--- src/hdl/rldm_pkg.sv ---
// Shared constants and register codes for the radial undistortion map unit.
// No dependencies.
`timescale 1ns / 1ps
`default_nettype none

package rldm_pkg;

  localparam int COORD_BITS_DEF = 12;
  localparam int FRAC_BITS_DEF  = 4;

  localparam int CFG_DATA_W = 24;
  localparam int CFG_IDX_W  = 3;
  localparam int FRAME_W    = 13;

  // gain factor is Q20, bounded well inside 36 bits signed
  localparam int GAIN_W     = 36;
  localparam int GAIN_LO_W  = 18;
  localparam int NORM_W     = 23;
  localparam int RAD_W      = 26;
  localparam int RAD2_W     = 31;

  // delay from a taken item to its result, in clock cycles
  localparam int LATENCY    = 10;

  typedef enum logic [CFG_IDX_W-1:0] {
    REG_CENTER_X    = 3'd0,
    REG_CENTER_Y    = 3'd1,
    REG_INV_FOCAL_X = 3'd2,
    REG_INV_FOCAL_Y = 3'd3,
    REG_RADIAL_K1   = 3'd4,
    REG_RADIAL_K2   = 3'd5,
    REG_FRAME_W     = 3'd6,
    REG_FRAME_H     = 3'd7
  } cfg_idx_t;

  localparam logic [15:0]         CENTER_X_RST    = 16'd5875;
  localparam logic [15:0]         CENTER_Y_RST    = 16'd3974;
  localparam logic [23:0]         INV_FOCAL_X_RST = 24'd36579;
  localparam logic [23:0]         INV_FOCAL_Y_RST = 24'd36688;
  localparam logic signed [23:0]  RADIAL_K1_RST   = -24'sd297172;
  localparam logic signed [23:0]  RADIAL_K2_RST   = 24'sd77552;
  localparam logic [FRAME_W-1:0]  FRAME_W_RST     = 13'd752;
  localparam logic [FRAME_W-1:0]  FRAME_H_RST     = 13'd480;

endpackage

`default_nettype wire

--- src/hdl/rldm_remap.sv ---
// Back pipeline, three stages: offset times gain in split partial products,
// add back the center, bounds check and output registers. Uses rldm_pkg.
`timescale 1ns / 1ps
`default_nettype none

module rldm_remap #(
  parameter int COORD_BITS = rldm_pkg::COORD_BITS_DEF,
  parameter int FRAC_BITS  = rldm_pkg::FRAC_BITS_DEF
) (
  input  wire logic                                    clk,
  input  wire logic                                    rst,
  input  wire logic                                    in_valid,
  input  wire logic [COORD_BITS-1:0]                   in_col,
  input  wire logic [COORD_BITS-1:0]                   in_row,
  input  wire logic signed [COORD_BITS+FRAC_BITS:0]    in_dx,
  input  wire logic signed [COORD_BITS+FRAC_BITS:0]    in_dy,
  input  wire logic signed [rldm_pkg::GAIN_W-1:0]      in_gain,
  input  wire logic [COORD_BITS+FRAC_BITS-1:0]         center_x,
  input  wire logic [COORD_BITS+FRAC_BITS-1:0]         center_y,
  input  wire logic [rldm_pkg::FRAME_W-1:0]            frame_width,
  input  wire logic [rldm_pkg::FRAME_W-1:0]            frame_height,
  output logic                                         done,
  output logic [COORD_BITS-1:0]                        dest_col,
  output logic [COORD_BITS-1:0]                        dest_row,
  output logic [COORD_BITS-1:0]                        src_col,
  output logic [COORD_BITS-1:0]                        src_row,
  output logic                                         inside_res
);
  import rldm_pkg::*;

  localparam int CW    = COORD_BITS + FRAC_BITS;
  localparam int DW    = CW + 1;
  localparam int GH_W  = GAIN_W - GAIN_LO_W;
  localparam int PL_W  = DW + GAIN_LO_W + 1;
  localparam int PH_W  = DW + GH_W;
  localparam int FP_W  = DW + GAIN_W + 1;
  localparam int SW    = FP_W - 20 + 1;
  localparam int CMP_W = ((COORD_BITS > FRAME_W) ? COORD_BITS : FRAME_W) + 1;
  localparam int TOP   = FRAC_BITS + COORD_BITS;

  logic                  v8, v9;
  logic [COORD_BITS-1:0] col8, row8, col9, row9;
  logic signed [PL_W-1:0] plo_x, plo_y;
  logic signed [PH_W-1:0] phi_x, phi_y;
  logic signed [FP_W-1:0] fx, fy;
  logic signed [SW-1:0]   sx_next, sy_next, sx, sy;
  logic [COORD_BITS-1:0]  sc, sr;
  logic                   in_frame;

  // gain = hi * 2^18 + lo, lo unsigned
  always_ff @(posedge clk) begin
    plo_x <= in_dx * $signed({1'b0, in_gain[GAIN_LO_W-1:0]});
    plo_y <= in_dy * $signed({1'b0, in_gain[GAIN_LO_W-1:0]});
    phi_x <= in_dx * $signed(in_gain[GAIN_W-1:GAIN_LO_W]);
    phi_y <= in_dy * $signed(in_gain[GAIN_W-1:GAIN_LO_W]);
    col8  <= in_col;
    row8  <= in_row;
    sx    <= sx_next;
    sy    <= sy_next;
    col9  <= col8;
    row9  <= row8;
  end

  assign fx = (FP_W'(phi_x) <<< GAIN_LO_W) + FP_W'(plo_x);
  assign fy = (FP_W'(phi_y) <<< GAIN_LO_W) + FP_W'(plo_y);
  assign sx_next = $signed(SW'(center_x)) + SW'(fx >>> 20);
  assign sy_next = $signed(SW'(center_y)) + SW'(fy >>> 20);

  assign sc = sx[TOP-1:FRAC_BITS];
  assign sr = sy[TOP-1:FRAC_BITS];
  // negative or beyond coordinate range fails the upper-bit test
  assign in_frame = (sx[SW-1:TOP] == '0) && (sy[SW-1:TOP] == '0) &&
                    (CMP_W'(sc) < CMP_W'(frame_width)) &&
                    (CMP_W'(sr) < CMP_W'(frame_height));

  always_ff @(posedge clk) begin
    if (rst) begin
      v8         <= 1'b0;
      v9         <= 1'b0;
      done       <= 1'b0;
      inside_res <= 1'b0;
    end else begin
      v8         <= in_valid;
      v9         <= v8;
      done       <= v9;
      inside_res <= v9 && in_frame;
    end
  end

  always_ff @(posedge clk) begin
    dest_col <= col9;
    dest_row <= row9;
    src_col  <= in_frame ? sc : '0;
    src_row  <= in_frame ? sr : '0;
  end

endmodule

`default_nettype wire

--- config.mk ---
export PLATFORM = sky130hd
export DESIGN_NAME = rldm_remap
export DESIGN_NICKNAME = d
export VERILOG_FILES = /design/src/hdl/rldm_pkg.sv /design/src/hdl/rldm_remap.sv
export SDC_FILE = /design/constraint.sdc
export NUM_CORES = 2
export LEC_CHECK = 0
export ABC_CLOCK_PERIOD_IN_PS = 7700
export BUFFER_PORTS_ARGS = -buffer_cell sky130_fd_sc_hd__buf_4
export CAP_MARGIN = 10
export CELL_PAD_IN_SITES_DETAIL_PLACEMENT = 1
export CELL_PAD_IN_SITES_GLOBAL_PLACEMENT = 1
export CORE_ASPECT_RATIO = 2
export CORE_UTILIZATION = 46
export DETAILED_ROUTE_END_ITERATION = 8
export PLACE_DENSITY = 0.8
export SETUP_SLACK_MARGIN = 0.1
export SLEW_MARGIN = 10
export SYNTH_ARGS = -nofsm -noshare
export SYNTH_HDL_FRONTEND = slang
export SYNTH_SLANG_ARGS = --single-unit
--- constraint.sdc ---
create_clock -name clk -period 7.7 [get_ports clk]
set_input_delay 1.155 -clock clk [delete_from_list [all_inputs] [get_ports clk]]
set_output_delay 1.155 -clock clk [all_outputs]
set_load 0.02 [all_outputs]
==> metrics.txt <==
outcome=completed; simple-gate share of the synthesized area=0.159; FF-to-FF path depth=21; GR peak layer=met2; xor/xnor share of the synthesized area=0.0333; Worst-path clk slew=0.06 ns; final hold violations=0; Yosys warning total=0; Via density=5.43; Layout Area Growth over Synthesis=8.89%; CTS hold repair buffers=0; nets@finish=7696; CP Class=in2reg; largest family of logic cells by synthesized area=adder cells; drt first pass iters=5; Clock Skews=0.0233 ns; Hold Path Class=reg2reg; grt total ovfl=0; Starting Density=0.464; DRT iter0 DRCs=1436; CP most frequent cell=fa_1; number of gates resized after cts=0; Die Ht=484 um; largest net degree at the start of global routing=37; gpl congestion=0.913; fmax=138 MHz; clock root cell=clkbuf_16; post-synthesis mux area share=0.000772; layout cells sized above 1=0.0732; Post-route DRC=0; post-CTS setup buffers=0; TritonCTS clock tree=yes; met1 GRT Util=0.268; Final Max Slew Viols=0; Min Hold Slack=0.325 ns; mapped cell area=53500 um^2; vias in the first global route=48900; Slew Limit Headroom=0.108; Post-Synthesis Net Count=7574; CP Data Arrival Time=7.77 ns; met3 GRT Util=0.0323; post-synthesis cell count=5775; ys flop type=dfxtp_1; # H-tree levels=1; #FFs+latches synth=268; CP Buf/Inv Count=6; drt wl/cell=22.4 um; CP delay by family, top=adder cells; vias=40500; Yosys cell types=88; sequential fraction of the synthesis area=0.100; EDFF count, synth=0; Crit path required time=8.25 ns; fraction of the mapped netlist area in adder cells=0.539; initial antenna violation count=5; WL final=167 mm; die extent in x=243 um; Levels on crit path=25; Synth Area in Compound Gates=0.0623; Skew-Pair Late Insertion Delay=0.65 ns; hold path depth=0; All-Layer GR Usage=0.292; worst-margin pin slew=1.34 ns; Detailed Place HPWL=139 mm; grt met2 use=0.557; CTS Sinks=268; crit path time final=7.22 ns; clock buffer depth=3; Routed Antenna Nets=0; CP max stage cell=fa_1; Filler Cells Inserted=13300; Setup violations, final=0; Synth async-reset ratio=0; row count=176; first-pass GRT wire length=262 mm; Synth Area per Inst=9.26 um^2; Final Cycle Share=0.938; critical path peak fanout=19; slowest stage delay, CP=0.58 ns; RSZ-0062 raised after global routing=no; # port buffers=204; I/O Pins=205; total die area=118000 um^2; Startpoint Class=input pin; total of max-cap violations=0; CP endpoint kind=flop; TritonCTS Buffers=28; Core Footprint=115000 um^2
flip-flops by register name, summed over array words and instances, names as in the netlist, 18 cells and up:
signal	flops
plo_y	18
phi_x	35
plo_x	18
sy	31
phi_y	35
sx	31
layout make-up:
class                      count  area, um^2  share of cell area
clock inverter                13         158             0.00271
inverter                    1241        4660              0.0800
antenna                       14        35.0            0.000602
sequential                   268        5370              0.0921
clock buffer                  38         810              0.0139
multi-input combinational   4011       42500               0.730
timing repair buffer         347        2780              0.0477
tap                         1513        1890              0.0325
metrics by stage:
stage / utilization / TNS, ns / setup slack, ns / instance area, um^2 / instances
after floorplan: - / 0 / 0.270 / 53500 / 5775
after global placement: 0.497 / 0 / 0.00696 / 57200 / 7380
after detailed placement: 0.497 / -0.0704 / -0.0580 / 57200 / 7380
after CTS: 0.505 / 0 / 0.556 / 58200 / 7431
after global routing: 0.505 / 0 / 0.171 / 58200 / 7442
final: 0.506 / 0 / 0.478 / 58200 / 7445
synth_stat cells (52+ instances only):
cell      count  area (um^2)
inv_1      1241         4660
dfxtp_1     268         5370
and2_1      630         3940
xnor2_1     136         1190
xor2_1       61          534
a21o_1       75          563
nand2_1     617         2320
nor3_1       52          260
o21ai_0      78          390
ha_1        546         6830
fa_1       1098        22000
clkbuf_1    246          923
a21oi_1     143          716
nor2_1      159          597
layout by cell type (no fill, tap or decap), types with 78 or more instances in the layout:
cell / n
dfxtp_1: 268
nor2_1: 159
and2_1: 630
buf_4: 333
a21oi_1: 143
o21ai_0: 78
nand2_1: 617
inv_1: 1241
fa_1: 1098
xnor2_1: 136
ha_1: 546
kinds of logic after synthesis:
family | after synthesis
buffers and inverters | 1496
AOI/OAI and AO/OA | 493
and+or+nand+nor | 1670
adders and majority gates | 1644
xor gates and xnor gates | 200
DFF | 268
muxes | 4
per-layer routing:
metal / part of all wire / routed length [um]
met5: 0.000078 / 13
met4: 0.11 / 17500
met3: 0.036 / 6020
met2: 0.55 / 91700
met1: 0.31 / 51300
worst paths after layout:
check / slack, ns / from / end
worst max-delay path: 0.48 / in_dy[3] / plo_y[34]
worst min-delay path: 0.33 / row8[7] / row9[7]
worst max register to register: 1.91 / plo_x[20] / sx[32]
worst min register to register: 0.33 / row8[7] / row9[7]
Power is left out: the tool's default activity adds up to more than one toggle a clock period on the data nets, which glitch-free logic cannot reach.
