**src/hdl/rldm_pkg.sv**
```systemverilog
// Shared constants and register codes for the radial undistortion map unit.
// No dependencies.
`timescale 1ns / 1ps
`default_nettype none

package rldm_pkg;

  localparam int COORD_BITS_DEF = 12;
  localparam int FRAC_BITS_DEF  = 4;

  localparam int CFG_DATA_W = 24;
  localparam int CFG_IDX_W  = 3;
  localparam int FRAME_W    = 13;

  // gain factor is Q20, bounded well inside 36 bits signed
  localparam int GAIN_W     = 36;
  localparam int GAIN_LO_W  = 18;
  localparam int NORM_W     = 23;
  localparam int RAD_W      = 26;
  localparam int RAD2_W     = 31;

  // delay from a taken item to its result, in clock cycles
  localparam int LATENCY    = 10;

  typedef enum logic [CFG_IDX_W-1:0] {
    REG_CENTER_X    = 3'd0,
    REG_CENTER_Y    = 3'd1,
    REG_INV_FOCAL_X = 3'd2,
    REG_INV_FOCAL_Y = 3'd3,
    REG_RADIAL_K1   = 3'd4,
    REG_RADIAL_K2   = 3'd5,
    REG_FRAME_W     = 3'd6,
    REG_FRAME_H     = 3'd7
  } cfg_idx_t;

  localparam logic [15:0]         CENTER_X_RST    = 16'd5875;
  localparam logic [15:0]         CENTER_Y_RST    = 16'd3974;
  localparam logic [23:0]         INV_FOCAL_X_RST = 24'd36579;
  localparam logic [23:0]         INV_FOCAL_Y_RST = 24'd36688;
  localparam logic signed [23:0]  RADIAL_K1_RST   = -24'sd297172;
  localparam logic signed [23:0]  RADIAL_K2_RST   = 24'sd77552;
  localparam logic [FRAME_W-1:0]  FRAME_W_RST     = 13'd752;
  localparam logic [FRAME_W-1:0]  FRAME_H_RST     = 13'd480;

endpackage

`default_nettype wire

```
**src/hdl/rldm_cfg.sv**
```systemverilog
// Configuration register file for the radial undistortion map unit.
// Depends on rldm_pkg.
`timescale 1ns / 1ps
`default_nettype none

module rldm_cfg #(
  parameter int COORD_BITS = rldm_pkg::COORD_BITS_DEF,
  parameter int FRAC_BITS  = rldm_pkg::FRAC_BITS_DEF
) (
  input  wire logic                                 clk,
  input  wire logic                                 rst,
  input  wire logic                                 cfg_wr,
  input  wire logic [rldm_pkg::CFG_IDX_W-1:0]       cfg_addr,
  input  wire logic [rldm_pkg::CFG_DATA_W-1:0]      cfg_wdata,
  output logic [COORD_BITS+FRAC_BITS-1:0]           center_x,
  output logic [COORD_BITS+FRAC_BITS-1:0]           center_y,
  output logic [23:0]                               inv_focal_x,
  output logic [23:0]                               inv_focal_y,
  output logic signed [23:0]                        radial_k1,
  output logic signed [23:0]                        radial_k2,
  output logic [rldm_pkg::FRAME_W-1:0]              frame_width,
  output logic [rldm_pkg::FRAME_W-1:0]              frame_height
);
  import rldm_pkg::*;

  localparam int CW = COORD_BITS + FRAC_BITS;

  always_ff @(posedge clk) begin
    if (rst) begin
      center_x     <= CW'(CENTER_X_RST);
      center_y     <= CW'(CENTER_Y_RST);
      inv_focal_x  <= INV_FOCAL_X_RST;
      inv_focal_y  <= INV_FOCAL_Y_RST;
      radial_k1    <= RADIAL_K1_RST;
      radial_k2    <= RADIAL_K2_RST;
      frame_width  <= FRAME_W_RST;
      frame_height <= FRAME_H_RST;
    end else if (cfg_wr) begin
      case (cfg_idx_t'(cfg_addr))
        REG_CENTER_X:    center_x     <= cfg_wdata[CW-1:0];
        REG_CENTER_Y:    center_y     <= cfg_wdata[CW-1:0];
        REG_INV_FOCAL_X: inv_focal_x  <= cfg_wdata[23:0];
        REG_INV_FOCAL_Y: inv_focal_y  <= cfg_wdata[23:0];
        REG_RADIAL_K1:   radial_k1    <= $signed(cfg_wdata[23:0]);
        REG_RADIAL_K2:   radial_k2    <= $signed(cfg_wdata[23:0]);
        REG_FRAME_W:     frame_width  <= cfg_wdata[FRAME_W-1:0];
        REG_FRAME_H:     frame_height <= cfg_wdata[FRAME_W-1:0];
        default: ;
      endcase
    end
  end

endmodule

`default_nettype wire

```
**config.mk**
```make
export PLATFORM = sky130hd
export DESIGN_NAME = rldm_cfg
export DESIGN_NICKNAME = d
export VERILOG_FILES = /design/src/hdl/rldm_pkg.sv /design/src/hdl/rldm_cfg.sv
export SDC_FILE = /design/constraint.sdc
export NUM_CORES = 1
export LEC_CHECK = 0
export BUFFER_PORTS_ARGS = -buffer_cell sky130_fd_sc_hd__buf_2
export CAP_MARGIN = 20
export CORE_ASPECT_RATIO = 0.9
export CORE_MARGIN = 4
export CORE_UTILIZATION = 45
export CTS_CLUSTER_SIZE = 12
export DETAILED_ROUTE_END_ITERATION = 16
export PLACE_DENSITY = 0.81
export SLEW_MARGIN = 20
export SYNTH_ARGS = -nofsm -noshare
export SYNTH_HDL_FRONTEND = slang
export SYNTH_SLANG_ARGS = --single-unit
```
**constraint.sdc**
```tcl
create_clock -name clk -period 1.4 [get_ports clk]
set_input_delay 0.28 -clock clk [delete_from_list [all_inputs] [get_ports clk]]
set_output_delay 0.28 -clock clk [all_outputs]
set_load 0.03 [all_outputs]
```
==> metrics.cfg, run 1 <==
[routing]
antenna_left = 0
drt_wl_total_um = 16500
routed-via-count = 4585
first_pass_iters = 4
drc = 0
wl_per_cell_um = 17.8
drt_iter0_drc = 249
viasPerCell = 4.93

[worst_setup_path]
cp_max_fo = 2
path_delay_family = flip-flops
reg2reg_from = inv_focal_x[22]
cp_slowest_stage_delay_ns = 0.37
path_cells = buf_2
arrival_ns = 1.00
startpoint_type = register
crit_required_ns = 1.12
cp.depth = 1
slowest_stage = dfxtp_1
critical_path.endpoint_type = output pin
crit_end = center_x[13]
r2r_setup_slack_ns = 0.71
cp-startpoint = center_x[13]
crit_buf_inv = 1
r2r_end = inv_focal_x[22]
path_class = register to output pin
r2r_cells = 2

[die]
die_w_um = 130
die_y_um = 118
initial_utilization_pct = 46.6
coreArea_um2 = 12900
dieArea_um2 = 15300
io_pins = 184
rows = 39

[power_and_ir_drop]
power_leakage_nw = 3.93
vdd_ir_drop_max_v = 0.000816
total_power_w = 0.00975
powerDensity_nw_per_um2 = 1250

[yosys]
synth_cells = 565
yosysSeqAreaShare_pct = 51.3
ys_top_cells_by_area = dfxtp_1 (51%), mux2i_1 (26%), nand2b_1 (12%), nor2_1 (5.6%), buf_2 (1.4%)
yosys_warnings = 0
ys_ff_latch = 154
yosysTopAreaCellShare_pct = 51.3
syn_area_um2 = 6010
synth_cell_type_count = 17
syn_nets = 595
yosysTopAreaCell = dfxtp_1
postSynthAreaPerCell_um2 = 10.6

[cts]
cts_setup_buffers = 0
cts_tree = built
clk_path_buf_depth = 2
cts-resized-gates = 0
cts_made_buffers = 17
cts_hold_buf = 0
clockRootBuffer = clkbuf_16
cts_max_level = 4
clkLatencyLatePin_ns = 0.41
clk_pin_slew_worst_paths_ns = 0.06
cts_sinks = 154

[global_routing]
grt_remaining_overflow = 0
grt_pass1_vias = 4770
grt_usage_pct = 22.0
antenna_found_initial = 1
grt_max_degree = 58
grt_pass1_wl_um = 25900

[cells_and_area]
fillers = 1090
final_cells = 930
syn_to_final_growth_pct = 30.4
final_common_cell = buf_2
layout-drive-gt1-share_pct = 31.9
mostFrequentLayoutCells = buf_2 (182), mux2i_1 (154), dfxtp_1 (154)
fin_util_pct = 60.8
nets = 782

[timing]
finClkSkew_ns = 0
hold_slack_ns = 0.136
hold_viol = 0
max_clock_freq_mhz = 779
tightest_slew_ns = 0.414
period_share_pct = 91.7
max-slew-margin-rel_pct = 72.4
period_minus_slack_ns = 1.28
slew_viol_final = 0
final.setup.tns_ns = 0
setup_viol = 0
rsz0062_at_grt = false

[min_path]
hold_path.class = input pin to register
holdPathStages = 3

[run]
maxCapViolations = 0

[placement]
portBuffers = 183
hpwl_um = 11900
place_congestion = 0.810
placed_cells = 897

[outcome]
status = finished clean

## registers in the layout, summed over array words and instances, names as in the netlist
register	flops
inv_focal_y	24
frame_width	13
frame_height	13
radial_k2	24
center_x	16
center_y	16
radial_k1	24
inv_focal_x	24
## cells in the mapped netlist (all sizes together)
master   number
mux2i       154
and4bb        2
dfxtp       154
and4b         1
clkbuf       19
nand2b      112
nand4b        3
nand4bb       3
nor4bb        1
buf          25
nand4         1
nor2         89
or4b          1
## per-layer routing
layer,GRT usage [%],part of all wire [%]
met5,0,0
met3,7.17,7.0
met2,35.4,48
met4,9.03,2.2
met1,26.9,43
## cell families after synthesis
group	Yosys count	share of synthesized area, %
multiplexers	154	25.7
AND/OR/NAND/NOR	213	19.2
buffers and inverters	44	3.81
flip-flops	154	51.3
## tightest hold or removal path: stages
cell and delay, ns:
buf_2 0.10, nand2b_1 0.06, mux2i_1 0.06
## power by group
part,internal [W],leakage (nW),switching (W),total (W)
clock network,0.00267,0.287,0.00168,0.00434
logic,0.000326,2.39,0.000546,0.000872
registers,0.00448,1.25,0.0000559,0.00454
## worst min path at each step
stage | slack [ns] | startpoint | to
floorplan | 0.43 | cfg_wdata[9] | frame_height[9]
global placement | 0.46 | center_y[13] | center_y[13]
detailed placement | 0.46 | frame_height[2] | frame_height[2]
CTS | 0.12 | cfg_wdata[9] | frame_height[9]
global route | 0.13 | cfg_wdata[9] | frame_height[9]
finish | 0.14 | cfg_wdata[9] | frame_height[9]
## final cells by class
class	instances	area, µm²	share of cell area (%)
antenna	1	2.50	0.0319
tap	164	205	2.62
clock buffer	25	505	6.45
multi-input combinational	367	2710	34.6
timing repair buffer	212	1260	16.1
sequential	154	3080	39.4
clock inverter	7	63.8	0.815
## metrics by stage
step	cell area, µm²	worst slack (ns)
floorplan	6010	0.0590
global placement	7260	-0.00737
detailed placement	7260	-0.0193
CTS	7830	0.0977
global route	7830	0.0737
finish	7830	0.117
(Power assumes the default switching activity.)
==> run 2: changes to the inputs <==
--- a/config.mk
+++ b/config.mk
@@ -15,3 +15,3 @@
 export PLACE_DENSITY = 0.81
-export SLEW_MARGIN = 20
+export SLEW_MARGIN = 0
 export SYNTH_ARGS = -nofsm -noshare
==> constraint.sdc (replaced) <==
create_clock -name clk -period 1.4 [get_ports clk]
set_input_delay 0.42 -clock clk [delete_from_list [all_inputs] [get_ports clk]]
set_output_delay 0.42 -clock clk [all_outputs]
set_load 0.03 [all_outputs]
==> run 2 against run 1 <==
  * The run now ends with negative setup slack left
  * Worst hold slack better by 0.15 ns
  * Utilization rose by 3.8 points
  * Die area did not move
==> metrics.cfg, run 2 (synthesis results as in run 1) <==
[global_routing]
grt_usage_pct = 22.1
grt_pass1_wl_um = 26200
antenna_found_initial = 0
grt_max_degree = 59
grt_remaining_overflow = 0
grt_pass1_vias = 4767

[cts]
clkLatencyLatePin_ns = 0.42
clockRootBuffer = clkbuf_16
clk_pin_slew_worst_paths_ns = 0.06
clk_path_buf_depth = 2
cts_max_level = 4
cts_tree = built
cts_sinks = 154
cts_made_buffers = 17
cts_setup_buffers = 0

[routing]
drt_iter0_drc = 277
antenna_left = 0
wl_met2_um = 8070
wl_per_cell_um = 18.2
drt_wl_total_um = 17000
maxUsedRoutingLayer = met4
wl_met1_um = 7420
drc = 0
viasPerCell = 5.01
route.met3.wl_um = 1020
routed-via-count = 4684
first_pass_iters = 4

[min_path]
worst_hold_startpoint = cfg_wdata[19]
holdPathEnd = radial_k1[19]
hold_path.class = input pin to register
holdPathStages = 3

[timing]
slew_viol_final = 0
period_minus_slack_ns = 1.40
period_share_pct = 100
hold_slack_ns = 0.281
finClkSkew_ns = 0
hold_viol = 0
max_clock_freq_mhz = 714
setup_viol = 1
max-slew-margin-rel_pct = 75.1
fin_ws_ns = -0.000943
tightest_slew_ns = 0.374

[worst_setup_path]
reg2reg_from = inv_focal_x[4]
arrival_ns = 0.98
path_delay_family = flip-flops
r2r_cells = 2
crit_required_ns = 0.98
path_cells = clkbuf_4
crit_buf_inv = 1
r2r_setup_slack_ns = 0.69
cp_max_fo = 2
r2r_end = inv_focal_x[4]
cp_slowest_stage_delay_ns = 0.35
critical_path.endpoint_type = output pin
path_class = register to output pin
slowest_stage = dfxtp_1
cp-startpoint = radial_k2[16]
startpoint_type = register

[cells_and_area]
nets = 788
stdcell_area_um2 = 8320
final_cells = 935
antennaDiodeCount = 0
layout-drive-gt1-share_pct = 33.7
fillers = 1006
mostFrequentLayoutCells = mux2i_1 (154), dfxtp_1 (146), buf_4 (123)
syn_to_final_growth_pct = 38.5
final_common_cell = mux2i_1

[die]
io_pins = 184
initial_utilization_pct = 46.6
coreArea_um2 = 12900
die_w_um = 130
die_y_um = 118
rows = 39
dieArea_um2 = 15300

[placement]
hpwl_um = 12100
placed_cells = 903
portBuffers = 183
dpl_cell_area_um2 = 7270
place_congestion = 0.831

[power_and_ir_drop]
powerDensity_nw_per_um2 = 1190
vdd_ir_drop_max_v = 0.000867
power_leakage_nw = 4.07

[outcome]
violations = negative setup slack
status = complete, but fails checks

[run]
maxCapViolations = 0

[run 2: changes by cell type in the layout (fill, tap and decap cells not counted), moves of 8 or more]
| cell | before | now |
|---|---|---|
| buf_2 | 182 | 38 |
| buf_4 | 20 | 123 |
| buf_6 | 0 | 31 |
| clkbuf_4 | 0 | 19 |
| dfxtp_1 | 154 | 146 |
| dfxtp_2 | 0 | 8 |
[run 2: worst max path at each step]
stage	slack (ns)	endpoint	cells after the start
2_1_floorplan	-0.06	center_x[9]	4
3_3_place_gp	-0.15	center_x[3]	3
3_5_place_dp	-0.17	center_x[10]	3
4_1_cts	0.00002	radial_k2[6]	1
5_1_grt	-0.02	radial_k2[16]	1
6_report	-0.0009	radial_k2[16]	1
[run 2: area by class of cell]
cell class / count / area [µm²] / share of cell area (%)
Timing Repair Buffer: 218 / 1750 / 21.0
Sequential cell: 154 / 3090 / 37.2
Clock inverter: 13 / 129 / 1.55
Clock buffer: 19 / 433 / 5.20
Multi-Input combinational cell: 367 / 2720 / 32.6
Tap cell: 164 / 205 / 2.47
[run 2: timing repair]
| item | CTS | global route |
|---|---|---|
| setup endpoints to repair | 55 | 113 |
| hold buffers | 0 | 0 |
| pin swaps | 0 | 0 |
| gates resized for setup | 58 | 195 |
[run 2: per-layer routing]
layer  vias to the layer above  GRT usage, %
li1                       2257             -
met1                      2235          28.4
met2                       157          35.4
met3                        35          5.17
met4                         0          9.16
met5                         -             0
[run 2: per-stage QoR]
step,setup TNS [ns],total power [W],util (%),setup slack [ns]
after floorplan,-0.567,0.00519,-,-0.0650
after global placement,-4.59,0.00549,56.5,-0.151
after detailed placement,-6.79,0.00551,56.5,-0.170
after CTS,0,0.00989,62.0,0.0000233
after global routing,-0.0598,0.0102,64.6,-0.0196
final,-0.000943,0.00989,64.6,-0.000943
[run 2: power breakdown]
part           total [W]  internal [W]  switching, W
Sequential       0.00455       0.00448     0.0000646
Combinational   0.000945      0.000393      0.000552
Clock            0.00439       0.00260       0.00179
